$ cat src/design/bba_pkg.sv
// Package for the buddy block allocator: opcodes, register indexes,
// table entry and request types. No dependencies.
`default_nettype none
package bba_pkg;

	typedef enum logic [1:0] {
		OP_ALLOC = 2'd0,
		OP_FREE  = 2'd1,
		OP_INIT  = 2'd2,
		OP_NOP   = 2'd3
	} opcode_t;

	localparam logic CFG_POOL_BASE  = 1'b0;
	localparam logic CFG_POOL_BYTES = 1'b1;

	typedef struct packed {
		logic [3:0] ord;
		logic       free;
	} entry_t;

	typedef struct packed {
		logic [1:0]  op;
		logic [3:0]  tord;
		logic [31:0] rel;
		logic        init_ok;
		logic [3:0]  init_ord;
	} cmd_t;

	typedef enum logic [3:0] {
		S_IDLE,
		S_ARD,
		S_ACHK,
		S_SPLIT,
		S_FRD,
		S_FCHK,
		S_MRD,
		S_MCHK
	} state_t;

endpackage
`default_nettype wire

$ cat src/design/bba_front.sv
// Front end: classifies an incoming request into a decoded command.
// Depends on bba_pkg.
`default_nettype none
module bba_front import bba_pkg::*; #(
	parameter int POOL_BYTES   = 4096,
	parameter int HEADER_BYTES = 16
) (
	input  logic [1:0]  opcode,
	input  logic [12:0] request_bytes,
	input  logic [31:0] release_address,
	input  logic [31:0] pool_base,
	input  logic [12:0] pool_bytes,
	output cmd_t        cmd
);

	logic [13:0] need;
	logic [13:0] need_m1;
	logic [3:0]  bitlen;
	logic [12:0] lim;
	logic [3:0]  msb;

	assign need    = {1'b0, request_bytes} + 14'(HEADER_BYTES);
	assign need_m1 = need - 14'd1;
	assign lim     = ({4'b0, pool_bytes} < 17'(POOL_BYTES)) ? pool_bytes : 13'(POOL_BYTES);

	always_comb begin
		bitlen = 4'd0;
		for (int i = 0; i < 14; i++) begin
			if (need_m1[i]) begin
				bitlen = 4'(i + 1);
			end
		end
		msb = 4'd0;
		for (int i = 0; i < 13; i++) begin
			if (lim[i]) begin
				msb = 4'(i);
			end
		end
	end

	always_comb begin
		cmd.op       = opcode;
		cmd.tord     = (bitlen > 4'd4) ? bitlen - 4'd4 : 4'd0;
		cmd.rel      = release_address - pool_base - 32'(HEADER_BYTES);
		cmd.init_ok  = (msb >= 4'd4) && ((17'd1 << msb) > 17'(HEADER_BYTES));
		cmd.init_ord = msb - 4'd4;
	end

endmodule
`default_nettype wire

$ cat src/design/bba_queue.sv
// Two-entry queue of decoded commands between front and back end.
// Depends on bba_pkg.
`default_nettype none
module bba_queue import bba_pkg::*; (
	input  logic clk,
	input  logic arst_n,
	input  logic push,
	input  cmd_t push_cmd,
	input  logic pop,
	output logic full,
	output logic not_empty,
	output cmd_t head
);

	cmd_t       mem_q [2];
	logic       wr_q;
	logic       rd_q;
	logic [1:0] count_q;

	assign full      = (count_q == 2'd2);
	assign not_empty = (count_q != 2'd0);
	assign head      = mem_q[rd_q];

	always_ff @(posedge clk or negedge arst_n) begin
		if (!arst_n) begin
			wr_q    <= 1'b0;
			rd_q    <= 1'b0;
			count_q <= 2'd0;
		end else begin
			if (push) begin
				wr_q <= ~wr_q;
			end
			if (pop) begin
				rd_q <= ~rd_q;
			end
			count_q <= count_q + {1'b0, push} - {1'b0, pop};
		end
	end

	always_ff @(posedge clk) begin
		if (push) begin
			mem_q[wr_q] <= push_cmd;
		end
	end

endmodule
`default_nettype wire

$ cat src/design/bba_ram.sv
// Generic single-write, single-read RAM with registered read data.
// No dependencies.
`default_nettype none
module bba_ram #(
	parameter int WIDTH = 5,
	parameter int DEPTH = 256
) (
	input  logic                     clk,
	input  logic                     we,
	input  logic [$clog2(DEPTH)-1:0] waddr,
	input  logic [WIDTH-1:0]         wdata,
	input  logic [$clog2(DEPTH)-1:0] raddr,
	output logic [WIDTH-1:0]         rdata
);

	logic [WIDTH-1:0] mem [DEPTH];

	always_ff @(posedge clk) begin
		if (we) begin
			mem[waddr] <= wdata;
		end
		rdata <= mem[raddr];
	end

endmodule
`default_nettype wire

$ cat src/design/bba_back.sv
// Back end: executes allocate, free and init against the block table.
// Depends on bba_pkg and bba_ram.
`default_nettype none
module bba_back import bba_pkg::*; #(
	parameter int POOL_BYTES   = 4096,
	parameter int HEADER_BYTES = 16
) (
	input  logic        clk,
	input  logic        arst_n,
	input  logic        cmd_valid,
	input  cmd_t        cmd,
	output logic        pop,
	input  logic [31:0] pool_base,
	output logic        done,
	output logic        status,
	output logic [31:0] payload_address
);

	localparam int DEPTH    = POOL_BYTES / 16;
	localparam int SW       = $clog2(DEPTH);
	localparam int POOL_ORD = $clog2(POOL_BYTES + 1) - 5;

	state_t        state_q, state_d;
	cmd_t          cmd_q;
	logic [3:0]    act_ord_q;
	logic          root_q;
	logic          rd_root_q;
	logic [SW:0]   off_q;
	logic [SW-1:0] node_q;
	logic [3:0]    ord_q;
	logic          found_q;
	logic [SW-1:0] best_q;
	logic [3:0]    bord_q;
	logic          done_q;
	logic          status_q;
	logic [31:0]   addr_q;

	entry_t        rdata;
	entry_t        ent;
	logic          we;
	logic [SW-1:0] waddr;
	entry_t        wdata;
	logic [SW-1:0] raddr;

	logic [SW:0]   pool_slots;
	logic [SW:0]   noff;
	logic          cand;
	logic          rel_ok;
	logic [SW-1:0] rel_slot;
	logic [SW-1:0] buddy;
	logic          fin;
	logic          fin_ok;
	logic [31:0]   fin_addr;

	bba_ram #(.WIDTH($bits(entry_t)), .DEPTH(DEPTH)) u_ram (
		.clk   (clk),
		.we    (we),
		.waddr (waddr),
		.wdata (wdata),
		.raddr (raddr),
		.rdata (rdata)
	);

	assign ent        = rd_root_q ? entry_t'{ord: act_ord_q, free: 1'b1} : rdata;
	assign pool_slots = (SW+1)'(1) << act_ord_q;
	assign noff       = off_q + ((SW+1)'(1) << ent.ord);
	assign cand       = ent.free && (ent.ord >= cmd_q.tord) && (!found_q || ent.ord < bord_q);
	assign rel_ok     = (cmd.rel[3:0] == 4'd0) && ((cmd.rel[31:4] >> act_ord_q) == 28'd0);
	assign rel_slot   = cmd_q.rel[SW+3:4];
	assign buddy      = node_q ^ (SW'(1) << ord_q);

	always_comb begin
		state_d = state_q;
		case (state_q)
			S_IDLE: begin
				if (cmd_valid) begin
					case (cmd.op)
						OP_ALLOC: state_d = S_ARD;
						OP_FREE:  state_d = rel_ok ? S_FRD : S_IDLE;
						default:  state_d = S_IDLE;
					endcase
				end
			end
			S_ARD:  state_d = S_ACHK;
			S_ACHK: begin
				if (noff >= pool_slots) begin
					state_d = (found_q || cand) ? S_SPLIT : S_IDLE;
				end else begin
					state_d = S_ARD;
				end
			end
			S_SPLIT: state_d = (bord_q > cmd_q.tord) ? S_SPLIT : S_IDLE;
			S_FRD:   state_d = S_FCHK;
			S_FCHK: begin
				if (off_q[SW-1:0] == rel_slot) begin
					state_d = ent.free ? S_IDLE : S_MRD;
				end else begin
					state_d = (noff >= pool_slots) ? S_IDLE : S_FRD;
				end
			end
			S_MRD: state_d = (ord_q >= act_ord_q) ? S_IDLE : S_MCHK;
			S_MCHK: begin
				if (!ent.free || ent.ord != ord_q) begin
					state_d = S_IDLE;
				end else begin
					state_d = S_MRD;
				end
			end
			default: state_d = S_IDLE;
		endcase
	end

	always_comb begin
		pop      = 1'b0;
		we       = 1'b0;
		waddr    = '0;
		wdata    = '0;
		raddr    = '0;
		fin      = 1'b0;
		fin_ok   = 1'b0;
		fin_addr = '0;
		case (state_q)
			S_IDLE: begin
				if (cmd_valid) begin
					pop = 1'b1;
					case (cmd.op)
						OP_ALLOC: fin = 1'b0;
						OP_FREE:  fin = !rel_ok;
						OP_INIT: begin
							fin    = 1'b1;
							fin_ok = cmd.init_ok;
						end
						default: fin = 1'b1;
					endcase
				end
			end
			S_ARD: raddr = off_q[SW-1:0];
			S_ACHK: begin
				if (noff >= pool_slots && !(found_q || cand)) begin
					fin = 1'b1;
				end
			end
			S_SPLIT: begin
				we = 1'b1;
				if (bord_q > cmd_q.tord) begin
					waddr = best_q + (SW'(1) << (bord_q - 4'd1));
					wdata = entry_t'{ord: bord_q - 4'd1, free: 1'b1};
				end else begin
					waddr    = best_q;
					wdata    = entry_t'{ord: cmd_q.tord, free: 1'b0};
					fin      = 1'b1;
					fin_ok   = 1'b1;
					fin_addr = pool_base + 32'({best_q, 4'b0}) + 32'(HEADER_BYTES);
				end
			end
			S_FRD: raddr = off_q[SW-1:0];
			S_FCHK: begin
				if (off_q[SW-1:0] == rel_slot) begin
					if (ent.free) begin
						fin = 1'b1;
					end else begin
						we    = 1'b1;
						waddr = rel_slot;
						wdata = entry_t'{ord: ent.ord, free: 1'b1};
					end
				end else if (noff >= pool_slots) begin
					fin = 1'b1;
				end
			end
			S_MRD: begin
				raddr = buddy;
				if (ord_q >= act_ord_q) begin
					fin    = 1'b1;
					fin_ok = 1'b1;
				end
			end
			S_MCHK: begin
				if (!ent.free || ent.ord != ord_q) begin
					fin    = 1'b1;
					fin_ok = 1'b1;
				end else begin
					we    = 1'b1;
					waddr = (buddy < node_q) ? buddy : node_q;
					wdata = entry_t'{ord: ord_q + 4'd1, free: 1'b1};
				end
			end
			default: fin = 1'b0;
		endcase
	end

	always_ff @(posedge clk or negedge arst_n) begin
		if (!arst_n) begin
			state_q   <= S_IDLE;
			act_ord_q <= 4'(POOL_ORD);
			root_q    <= 1'b1;
			done_q    <= 1'b0;
		end else begin
			state_q <= state_d;
			done_q  <= fin;
			if (we && waddr == '0) begin
				root_q <= 1'b0;
			end
			if (state_q == S_IDLE && cmd_valid && cmd.op == OP_INIT && cmd.init_ok) begin
				root_q    <= 1'b1;
				act_ord_q <= cmd.init_ord;
			end
		end
	end

	always_ff @(posedge clk) begin
		rd_root_q <= (raddr == '0) && root_q;
		if (fin) begin
			status_q <= !fin_ok;
			addr_q   <= fin_addr;
		end
		case (state_q)
			S_IDLE: begin
				cmd_q   <= cmd;
				off_q   <= '0;
				found_q <= 1'b0;
			end
			S_ACHK: begin
				if (cand) begin
					found_q <= 1'b1;
					best_q  <= off_q[SW-1:0];
					bord_q  <= ent.ord;
				end
				off_q <= noff;
			end
			S_SPLIT: bord_q <= bord_q - 4'd1;
			S_FCHK: begin
				off_q  <= noff;
				node_q <= rel_slot;
				ord_q  <= ent.ord;
			end
			S_MCHK: begin
				if (buddy < node_q) begin
					node_q <= buddy;
				end
				ord_q <= ord_q + 4'd1;
			end
			default: off_q <= off_q;
		endcase
	end

	assign done            = done_q;
	assign status          = status_q;
	assign payload_address = addr_q;

endmodule
`default_nettype wire

$ cat src/design/buddy_block_allocator.sv
// Buddy block allocator top level. Init, nop and a free with a bad release address finish
// straight from idle; allocate walks every block in the pool, then does its splits;
// free walks blocks up to the released one, then does its merges. Each table access
// goes through the single read port of the block table RAM.
// A two-entry command queue accepts requests while the back end works. Reset leaves
// the pool as one free block of POOL_BYTES rounded down; results cannot be stalled.
`default_nettype none
module buddy_block_allocator import bba_pkg::*; #(
	parameter int POOL_BYTES   = 4096,
	parameter int HEADER_BYTES = 16
) (
	input  logic        clk,
	input  logic        arst_n,
	input  logic        start,
	output logic        busy,
	input  logic [1:0]  opcode,
	input  logic [12:0] request_bytes,
	input  logic [31:0] release_address,
	output logic        done,
	output logic        status,
	output logic [31:0] payload_address,
	input  logic        cfg_valid,
	output logic        cfg_ready,
	input  logic        cfg_index,
	input  logic [31:0] cfg_data
);

	logic [31:0] pool_base_q;
	logic [12:0] pool_bytes_q;
	cmd_t        front_cmd;
	cmd_t        head;
	logic        full;
	logic        not_empty;
	logic        pop;

	assign cfg_ready = 1'b1;
	assign busy      = full;

	always_ff @(posedge clk or negedge arst_n) begin
		if (!arst_n) begin
			pool_base_q  <= 32'd0;
			pool_bytes_q <= 13'd4096;
		end else if (cfg_valid && cfg_ready) begin
			case (cfg_index)
				CFG_POOL_BASE:  pool_base_q  <= cfg_data;
				CFG_POOL_BYTES: pool_bytes_q <= cfg_data[12:0];
				default:        pool_base_q  <= pool_base_q;
			endcase
		end
	end

	bba_front #(.POOL_BYTES(POOL_BYTES), .HEADER_BYTES(HEADER_BYTES)) u_front (
		.opcode          (opcode),
		.request_bytes   (request_bytes),
		.release_address (release_address),
		.pool_base       (pool_base_q),
		.pool_bytes      (pool_bytes_q),
		.cmd             (front_cmd)
	);

	bba_queue u_queue (
		.clk       (clk),
		.arst_n    (arst_n),
		.push      (start && !full),
		.push_cmd  (front_cmd),
		.pop       (pop),
		.full      (full),
		.not_empty (not_empty),
		.head      (head)
	);

	bba_back #(.POOL_BYTES(POOL_BYTES), .HEADER_BYTES(HEADER_BYTES)) u_back (
		.clk             (clk),
		.arst_n          (arst_n),
		.cmd_valid       (not_empty),
		.cmd             (head),
		.pop             (pop),
		.pool_base       (pool_base_q),
		.done            (done),
		.status          (status),
		.payload_address (payload_address)
	);

endmodule
`default_nettype wire
$ cat config.mk
export PLATFORM = sky130hd
export DESIGN_NAME = buddy_block_allocator
export DESIGN_NICKNAME = d
export VERILOG_FILES = /design/src/design/bba_pkg.sv /design/src/design/bba_front.sv /design/src/design/bba_queue.sv /design/src/design/bba_ram.sv /design/src/design/bba_back.sv /design/src/design/buddy_block_allocator.sv
export SDC_FILE = /design/constraint.sdc
export NUM_CORES = 2
export LEC_CHECK = 0
export BUFFER_PORTS_ARGS = -buffer_cell sky130_fd_sc_hd__buf_2
export CORE_MARGIN = 2
export CORE_UTILIZATION = 57
export DETAILED_ROUTE_END_ITERATION = 16
export GPL_TIMING_DRIVEN = 0
export PLACE_DENSITY = 0.78
export SYNTH_ARGS = -nofsm -noshare
export SYNTH_HDL_FRONTEND = slang
export SYNTH_SLANG_ARGS = --single-unit
export TNS_END_PERCENT = 5
$ cat constraint.sdc
create_clock -name clk -period 14.1 [get_ports clk]
set_input_delay 2.82 -clock clk [delete_from_list [all_inputs] [get_ports clk]]
set_output_delay 2.82 -clock clk [all_outputs]
set_load 0.03 [all_outputs]
# [Word level (Yosys, flattened, before mapping)]
# Memories as Yosys holds them, arrays and structs flattened. A register that Yosys moved wholly into a read port is not among the register bits.
# Cells that the tools add are included.
[word_totals] ff_bits=143 ramBits=1366 in_bits=84 out_inout_bits=36 word_cells=196 n_memories=2
[mem_list] memory="u_back.u_ram.mem" depth=256 word_bits=5 read_ports=1 rd_ports_with_merged_regs=1 write_ports=1 line="bba_ram.sv:16" source="logic [WIDTH-1:0] mem [DEPTH];"
[mem_list] memory="u_queue.mem_q" depth=2 word_bits=43 read_ports=1 rd_ports_with_merged_regs=0 write_ports=1 line="bba_queue.sv:15" source="cmd_t mem_q [2];"
[op_classes] addsub=14 magnitude_cmp=10 eq_ne=14 n_shift=6 mux=85 bitwise=5 reduce_logical=40
[op_table] cell="$mux W4" count=17
[op_table] cell="$mux W8" count=5
[op_table] cell="$mux W3" count=13
[op_table] cell="$add A32 B12 Y32" count=1
[op_table] cell="$add A32 B5 Y32 const B" count=1
[op_table] cell="$pmux W4 S8" count=1
[op_table] cell="$pmux W8 S2" count=2
[op_table] cell="$sub A32 B32 Y32" count=1
[op_table] cell="$sub A32 B5 Y32 const B" count=1
[op_table] cell="$logic_not A28 Y1" count=1
[op_table] cell="$shr A28 B4 Y28" count=1
[op_table] cell="$mux W5" count=5
[op_table] cell="$mux W1" count=24
[op_table] cell="$pmux W4 S2" count=3
[op_table] cell="$pmux W8 S3" count=1
[op_table] cell="$pmux W9 S2" count=1
[op_table] cell="$shl A1 B4 Y9 const A" count=2
[op_table] cell="$gt A17 B5 Y1 const B" count=1
[op_table] cell="$shl A1 B4 Y17 const A" count=1
[op_table] cell="$eq A4 B3 Y1 const B" count=4
[op_table] cell="$logic_not A8 Y1" count=2
[op_table] cell="$shl A1 B4 Y8 const A" count=2
[op_table] cell="$pmux W5 S3" count=1
[op_table] cell="$add A13 B5 Y14 const B" count=1
[op_table] cell="other kinds (39)" count=82

# [Longest topological paths before layout]
[depth] word_depth=18 depth_mapped=23 mapped_depth_nobuf=22

# [By module]
# From an unflattened synthesis, not the netlist that was laid out.
[unflattened] cells_unflattened=3953 hier_area_um2=65744.3
[modules_own_cells] module="bba_ram" n_inst=1 cells_per_inst=2497 area_each_um2=50284.5 seq_area_each_um2=38537.0
[modules_own_cells] module="bba_back" n_inst=1 cells_per_inst=742 area_each_um2=7031.7 seq_area_each_um2=2620.0
[modules_own_cells] module="bba_queue" n_inst=1 cells_per_inst=149 area_each_um2=3503.4 seq_area_each_um2=2682.6
[modules_own_cells] module="bba_front" n_inst=1 cells_per_inst=465 area_each_um2=3057.9 seq_area_each_um2=0.0
[modules_own_cells] module="buddy_block_allocator" n_inst=1 cells_per_inst=100 area_each_um2=1866.8 seq_area_each_um2=1127.3

# [Worst setup path after synthesis]
# OpenSTA, ideal clock, no wires.
[synth_path] path_type="reg2reg" startpoint="register u_back.bord_q[1]" endpoint="memory u_back.u_ram.mem[0][2] (data pin)" setup_ps=2187 t_arrival_ps=12043 required_time_ps=11913 path_slack_ps=-130 path_stages_with_launch=10 synth_period_minus_slack_ps=14230 path_cell_list="edfxtp_1 > ha_1 > nor2b_1 > o21a_1 > o21a_1 > o21ai_2 > buf_2 > clkbuf_1 > a21oi_1 > o21ai_0"
[synth_via] elab_chain_len=3 word_cells_on_any_way=4 cone_classes="add/sub: 1; order compare: 1; mux: 2"
[synth_rtl] item="start: declaration" line="bba_back.sv:33" source="logic [3:0] bord_q;"
[synth_rtl] item="start signal: assignment" line="bba_back.sv:226" source="bord_q <= ent.ord;"
[synth_rtl] item="start signal: assignment" line="bba_back.sv:230" source="S_SPLIT: bord_q <= bord_q - 4'd1;"
[synth_rtl] item="$sub A4 B1 Y4 or $gt A4 B4 Y1 (tied branches)" line="bba_back.sv:147, bba_back.sv:145"
[synth_rtl] item="$mux W5 (*)" line="bba_back.sv:145" source="if (bord_q > cmd_q.tord) begin"
[synth_rtl] item="$pmux W5 S3 (*)" line="bba_back.sv:122" source="case (state_q)"
[synth_rtl] item="named net u_back.u_ram.wdata[2]" line="bba_ram.sv:11" source="input logic [WIDTH-1:0] wdata,"
[synth_rtl] item="end: declaration" line="bba_ram.sv:16"
# The timed path passes the listed nets; every way through them passes the cells marked *.

# [Final worst setup path]
[layout_path] startpoint="register u_back.ord_q[0]" endpoint="register u_back.u_ram.rdata[4] (read register of u_back.u_ram.mem)"
[layout_via] elab_chain_len=3
[layout_rtl] item="start: declaration" line="bba_back.sv:30" source="logic [3:0] ord_q;"
[layout_rtl] item="start signal: assignment" line="bba_back.sv:234" source="ord_q <= ent.ord;"
[layout_rtl] item="start signal: assignment" line="bba_back.sv:240" source="ord_q <= ord_q + 4'd1;"
[layout_rtl] item="$shl A1 B4 Y8" line="bba_back.sv:70" source="assign buddy = node_q ^ (SW'(1) << ord_q);"
[layout_rtl] item="$xor A8 B8 Y8" line="bba_back.sv:70"
[layout_rtl] item="$pmux W8 S2" line="bba_back.sv:122"
[layout_rtl] item="end: declaration" line="bba_ram.sv:13" source="output logic [WIDTH-1:0] rdata"
# Every way passes these cells.
# A chain may end at the register's enable or synchronous reset.

==> out/qor.tcl <==
set qor(run_status) {complete, but fails checks}
set qor(failed_checks) {max-capacitance violations, max-slew violations}
set qor(total_iterations_of_the_first_detailed_routing_run) 7
set qor(floorplan.core_area_sq_mm) 0.118
set qor(cp_data_arrival_time_ns) 7.58
set qor(critPathMaxStageDelay_ns) 1.13
set qor(cp_launch_type) {register}
set qor(place.gp.congestion) 1.04
set qor(post_cts_resize_count) 0
set qor(yosysSeqAreaShare_pct) 66.8
set qor(finalSetupViolCount) 0
set qor(floorplan.die.width_um) 348
set qor(max_clock_freq_mhz) 143
set qor(clock_tree_root_driver_cell) {sky130_fd_sc_hd__clkbuf_16}
set qor(grt_antenna_before_repair) 13
set qor(synth_ff_type) {sky130_fd_sc_hd__edfxtp_1}
set qor(clk_path_buf_depth) 3
set qor(hold_crit_path_type) {register to register}
set qor(die_height_um) 348
set qor(tightest_slew_ns) 1.73
set qor(synth_enable_flop_cells) 1445
set qor(io_buffers) 113
set qor(rows) 126
set qor(drive_above_1_share_pct) 11.3
set qor(grt_max_degree) 58
set qor(critPathCaptureType) {register}
set qor(initial_core_utilization_pct) 57.2
set qor(max_cap_viol_count) 3
set qor(via_count_of_the_routed_design) 49200
set qor(clk_pin_slew_worst_paths_ns) 0.06
set qor(clock_latency_ns) 0.81
set qor(post_synth.cell_area_avg_sq_um) 12.1
set qor(synth-async-reset-ratio_pct) 3.78
set qor(synthDistinctLibCells) 102
set qor(postCtsSetupBuffers) 0
set qor(drt_wl_total_um) 219000
set qor(htree_num_levels) 4
set qor(crit_path_cell_trace) {inv_1 -> ha_1 -> nor3b_1 -> ha_1 -> mux2_2 -> a21oi_2 -> buf_2 -> clkbuf_1 -> nand2_1 -> a311oi_1 -> o31ai_1 -> nor4_1 -> a211o_1 -> nor4bb_1}
set qor(boundaryPins) 120
set qor(hpwlAfterDp_um) 155000
set qor(grt_pass1_wl_um) 311000
set qor(drt_drc_violations_left) 0
set qor(synth_area_sq_mm) 0.0673
set qor(timing_hold_violations_final) 0
set qor(ant_nets) 0
set qor(final_cell_area_sq_mm) 0.0758
set qor(synth_cells) 5539
set qor(clock_tree_from_tritoncts) {yes}
set qor(numCtsBuffers) 151
set qor(post-route-min-period_ns) 7.02
set qor(total_power_mw) 13.1
set qor(final.setup_skew_ns) 0.0303
set qor(vias_per_cell) 6.53
set qor(number_of_buffers_inserted_for_hold_repair_after_clock_tree_synthesis) 0
set qor(max-slew-margin-rel_pct) -15.3
set qor(setup.worst_path.class) {register to register}
set qor(grt_pass1_vias) 46800
set qor(wl_per_cell_um) 29.1
set qor(postSynthNetCount) 5764
set qor(timing.critical_path.max_delay_family) {simple AND/OR/NAND/NOR gates}
set qor(power.ir.vdd_worst_mv) 0.160
set qor(global_route_total_overflow) 0
set qor(final_count_of_pins_violating_max_slew) 33
set qor(rsz0062_at_grt) {false}
set qor(drt_iter0_markers) 8207
set qor(share_of_the_clock_period_used_by_the_worst_path_after_layout_pct) 49.8
set qor(worst_path_most_repeated_cell) {sky130_fd_sc_hd__ha_1}
set qor(synth_seq_cells) 1508
set qor(area_growth_pct) 12.6
set qor(die_area_sq_mm) 0.121
set qor(all_layer_global_routing_usage_pct) 35.7
set qor(ys_warn_count) 0
set qor(finalNetCount) 6076
set qor(total_leakage_power_nw) 26.9
set qor(cellPowerDensity_mw_per_mm2) 173
set qor(cpMaxStageDelayCell) {sky130_fd_sc_hd__nor4bb_1}
set qor(critical_path_fanouts_max) 10
set qor(clock-sinks) 1508
set qor(critical_path.n_buffers_inverters) 3
set qor(holdWs_ns) 0.527
set qor(postPlaceCellArea_sq_mm) 0.0708
set qor(utilization_pct) 64.4
set qor(critical_path_required_ns) 14.67
final timing paths:
path | slack, ns | end | from | cells after the start
worst max-delay path | 7.08 | u_back.u_ram.rdata[4] | u_back.ord_q[0] | 14
max in group asynchronous | 11.43 | u_back.act_ord_q[1] | arst_n | 1
min in group asynchronous | 2.11 | u_back.done | arst_n | 1
worst min-delay path | 0.53 | u_queue.count_q[1] | u_queue.count_q[1] | 1
worst max register to register | 7.08 | u_back.u_ram.rdata[4] | u_back.ord_q[0] | 14
worst min register to register | 0.53 | u_queue.count_q[1] | u_queue.count_q[1] | 1
kinds of logic (layout without fill, tap and decap cells):
| family | count (synthesis) | after routing | synth area share, % |
|---|---|---|---|
| and+or+nand+nor | 2478 | 2478 | 16.2 |
| buffers and inverters | 487 | 927 | 3.15 |
| other | 1 | 12 | 0.00557 |
| muxes | 214 | 214 | 3.52 |
| xor gates and xnor gates | 90 | 90 | 1.17 |
| adders and majority gates | 141 | 141 | 2.67 |
| DFF | 1508 | 1508 | 66.8 |
| AOI/OAI and AO/OA | 620 | 620 | 6.49 |
cells in the mapped netlist, types with 12 or more instances:
master	n	share of area (%)
sky130_fd_sc_hd__nand2b_1	17	0.16
sky130_fd_sc_hd__mux2_2	66	1.1
sky130_fd_sc_hd__inv_1	156	0.87
sky130_fd_sc_hd__xor2_1	42	0.55
sky130_fd_sc_hd__o22ai_1	15	0.14
sky130_fd_sc_hd__a32o_1	13	0.19
sky130_fd_sc_hd__nand3_1	563	4.2
sky130_fd_sc_hd__a21oi_1	152	1.1
sky130_fd_sc_hd__and3_1	106	0.99
sky130_fd_sc_hd__clkbuf_1	117	0.65
sky130_fd_sc_hd__mux2i_1	135	2.0
sky130_fd_sc_hd__nor4_1	12	0.11
sky130_fd_sc_hd__a221oi_1	15	0.20
sky130_fd_sc_hd__a31oi_1	77	0.72
sky130_fd_sc_hd__buf_4	13	0.15
sky130_fd_sc_hd__a22oi_1	16	0.18
sky130_fd_sc_hd__o21ai_0	53	0.39
sky130_fd_sc_hd__nor3_1	31	0.23
sky130_fd_sc_hd__buf_2	150	1.1
sky130_fd_sc_hd__o21bai_1	12	0.13
sky130_fd_sc_hd__o32ai_1	12	0.16
sky130_fd_sc_hd__a32oi_1	20	0.26
sky130_fd_sc_hd__o31ai_1	12	0.13
sky130_fd_sc_hd__ha_1	137	2.5
sky130_fd_sc_hd__nand4_1	15	0.14
sky130_fd_sc_hd__nor2b_1	23	0.21
sky130_fd_sc_hd__buf_1	40	0.22
sky130_fd_sc_hd__nor2_1	383	2.1
sky130_fd_sc_hd__edfxtp_1	1445	64
sky130_fd_sc_hd__xnor2_1	48	0.62
sky130_fd_sc_hd__a311oi_1	56	0.73
sky130_fd_sc_hd__a211oi_1	37	0.41
sky130_fd_sc_hd__a21o_1	39	0.44
sky130_fd_sc_hd__dfrtp_1	54	2.0
sky130_fd_sc_hd__nand2_1	1230	6.9
worst register-to-register path, delay by kind of cell (launching register included):
family	cells	cell delay (ns)
muxes	1	0.32
buffers and inverters	3	1.69
AOI/OAI and AO/OA	4	1.61
and+or+nand+nor	4	2.10
adders and majority gates	2	0.52
DFF	1	0.54
routing by layer:
layer | wire [um] | vias up | part of all wire (%) | GRT usage, %
li1 | - | 20900 | - | -
met1 | 74200 | 23600 | 34 | 44.1
met2 | 98400 | 3866 | 45 | 55.5
met3 | 29100 | 826 | 13 | 9.55
met4 | 17000 | 12 | 7.8 | 23.6
met5 | 85 | - | 0.039 | 0
report_power, final:
group          leakage (nW)  total (mW)  switching (mW)  internal, mW
registers              12.8        5.49           0.155          5.34
clock network          2.38        4.08            1.74          2.34
logic                  11.7        3.53            2.46          1.07
total                  26.9        13.1            4.36          8.75
registers in the layout (all words and copies together) (netlist names), 2 cells and up:
signal                  count
u_back.u_ram.mem         1280
u_queue.mem_q              86
pool_base_q                32
u_back.payload_address     32
pool_bytes_q               12
u_back.cmd_q               12
u_back.off_q                9
u_back.best_q               8
u_back.node_q               8
u_back.u_ram.rdata          5
u_back.act_ord_q            4
u_back.bord_q               4
u_back.ord_q                4
u_back.state_q              3
u_queue.count_q             2
per-stage QoR:
step | worst slack [ns] | setup TNS, ns | std cells
after global placement | -14.44 | -9450.58 | 7188
after CTS | 7.71 | 0 | 7515
after global routing | 7.33 | 0 | 7516
after floorplan | 0.351 | 0 | 5539
after detailed placement | 7.54 | 0 | 7234
final | 7.08 | 0 | 7526
area by class of cell:
| class | instances | area, sq um |
|---|---|---|
| Tap cell | 1536 | 1920 |
| Multi-Input combinational cell | 3544 | 20300 |
| Buffer | 327 | 1520 |
| Clock inverter | 89 | 897 |
| Timing Repair Buffer | 159 | 1540 |
| Fill cell | 8566 | 41800 |
| Sequential cell | 1508 | 44900 |
| Antenna cell | 11 | 27.5 |
| Clock buffer | 192 | 4030 |
| Inverter | 160 | 601 |
placed cells by master, fill, tap and decap left out, types with 137 or more instances in the layout:
cell                        count
sky130_fd_sc_hd__nor2_1       382
sky130_fd_sc_hd__inv_1        156
sky130_fd_sc_hd__nand3_1      563
sky130_fd_sc_hd__ha_1         137
sky130_fd_sc_hd__nand2_1     1230
sky130_fd_sc_hd__clkbuf_1     151
sky130_fd_sc_hd__a21oi_1      152
sky130_fd_sc_hd__clkbuf_16    155
sky130_fd_sc_hd__edfxtp_1    1445
sky130_fd_sc_hd__buf_2        262
(Power assumes the default switching activity.)
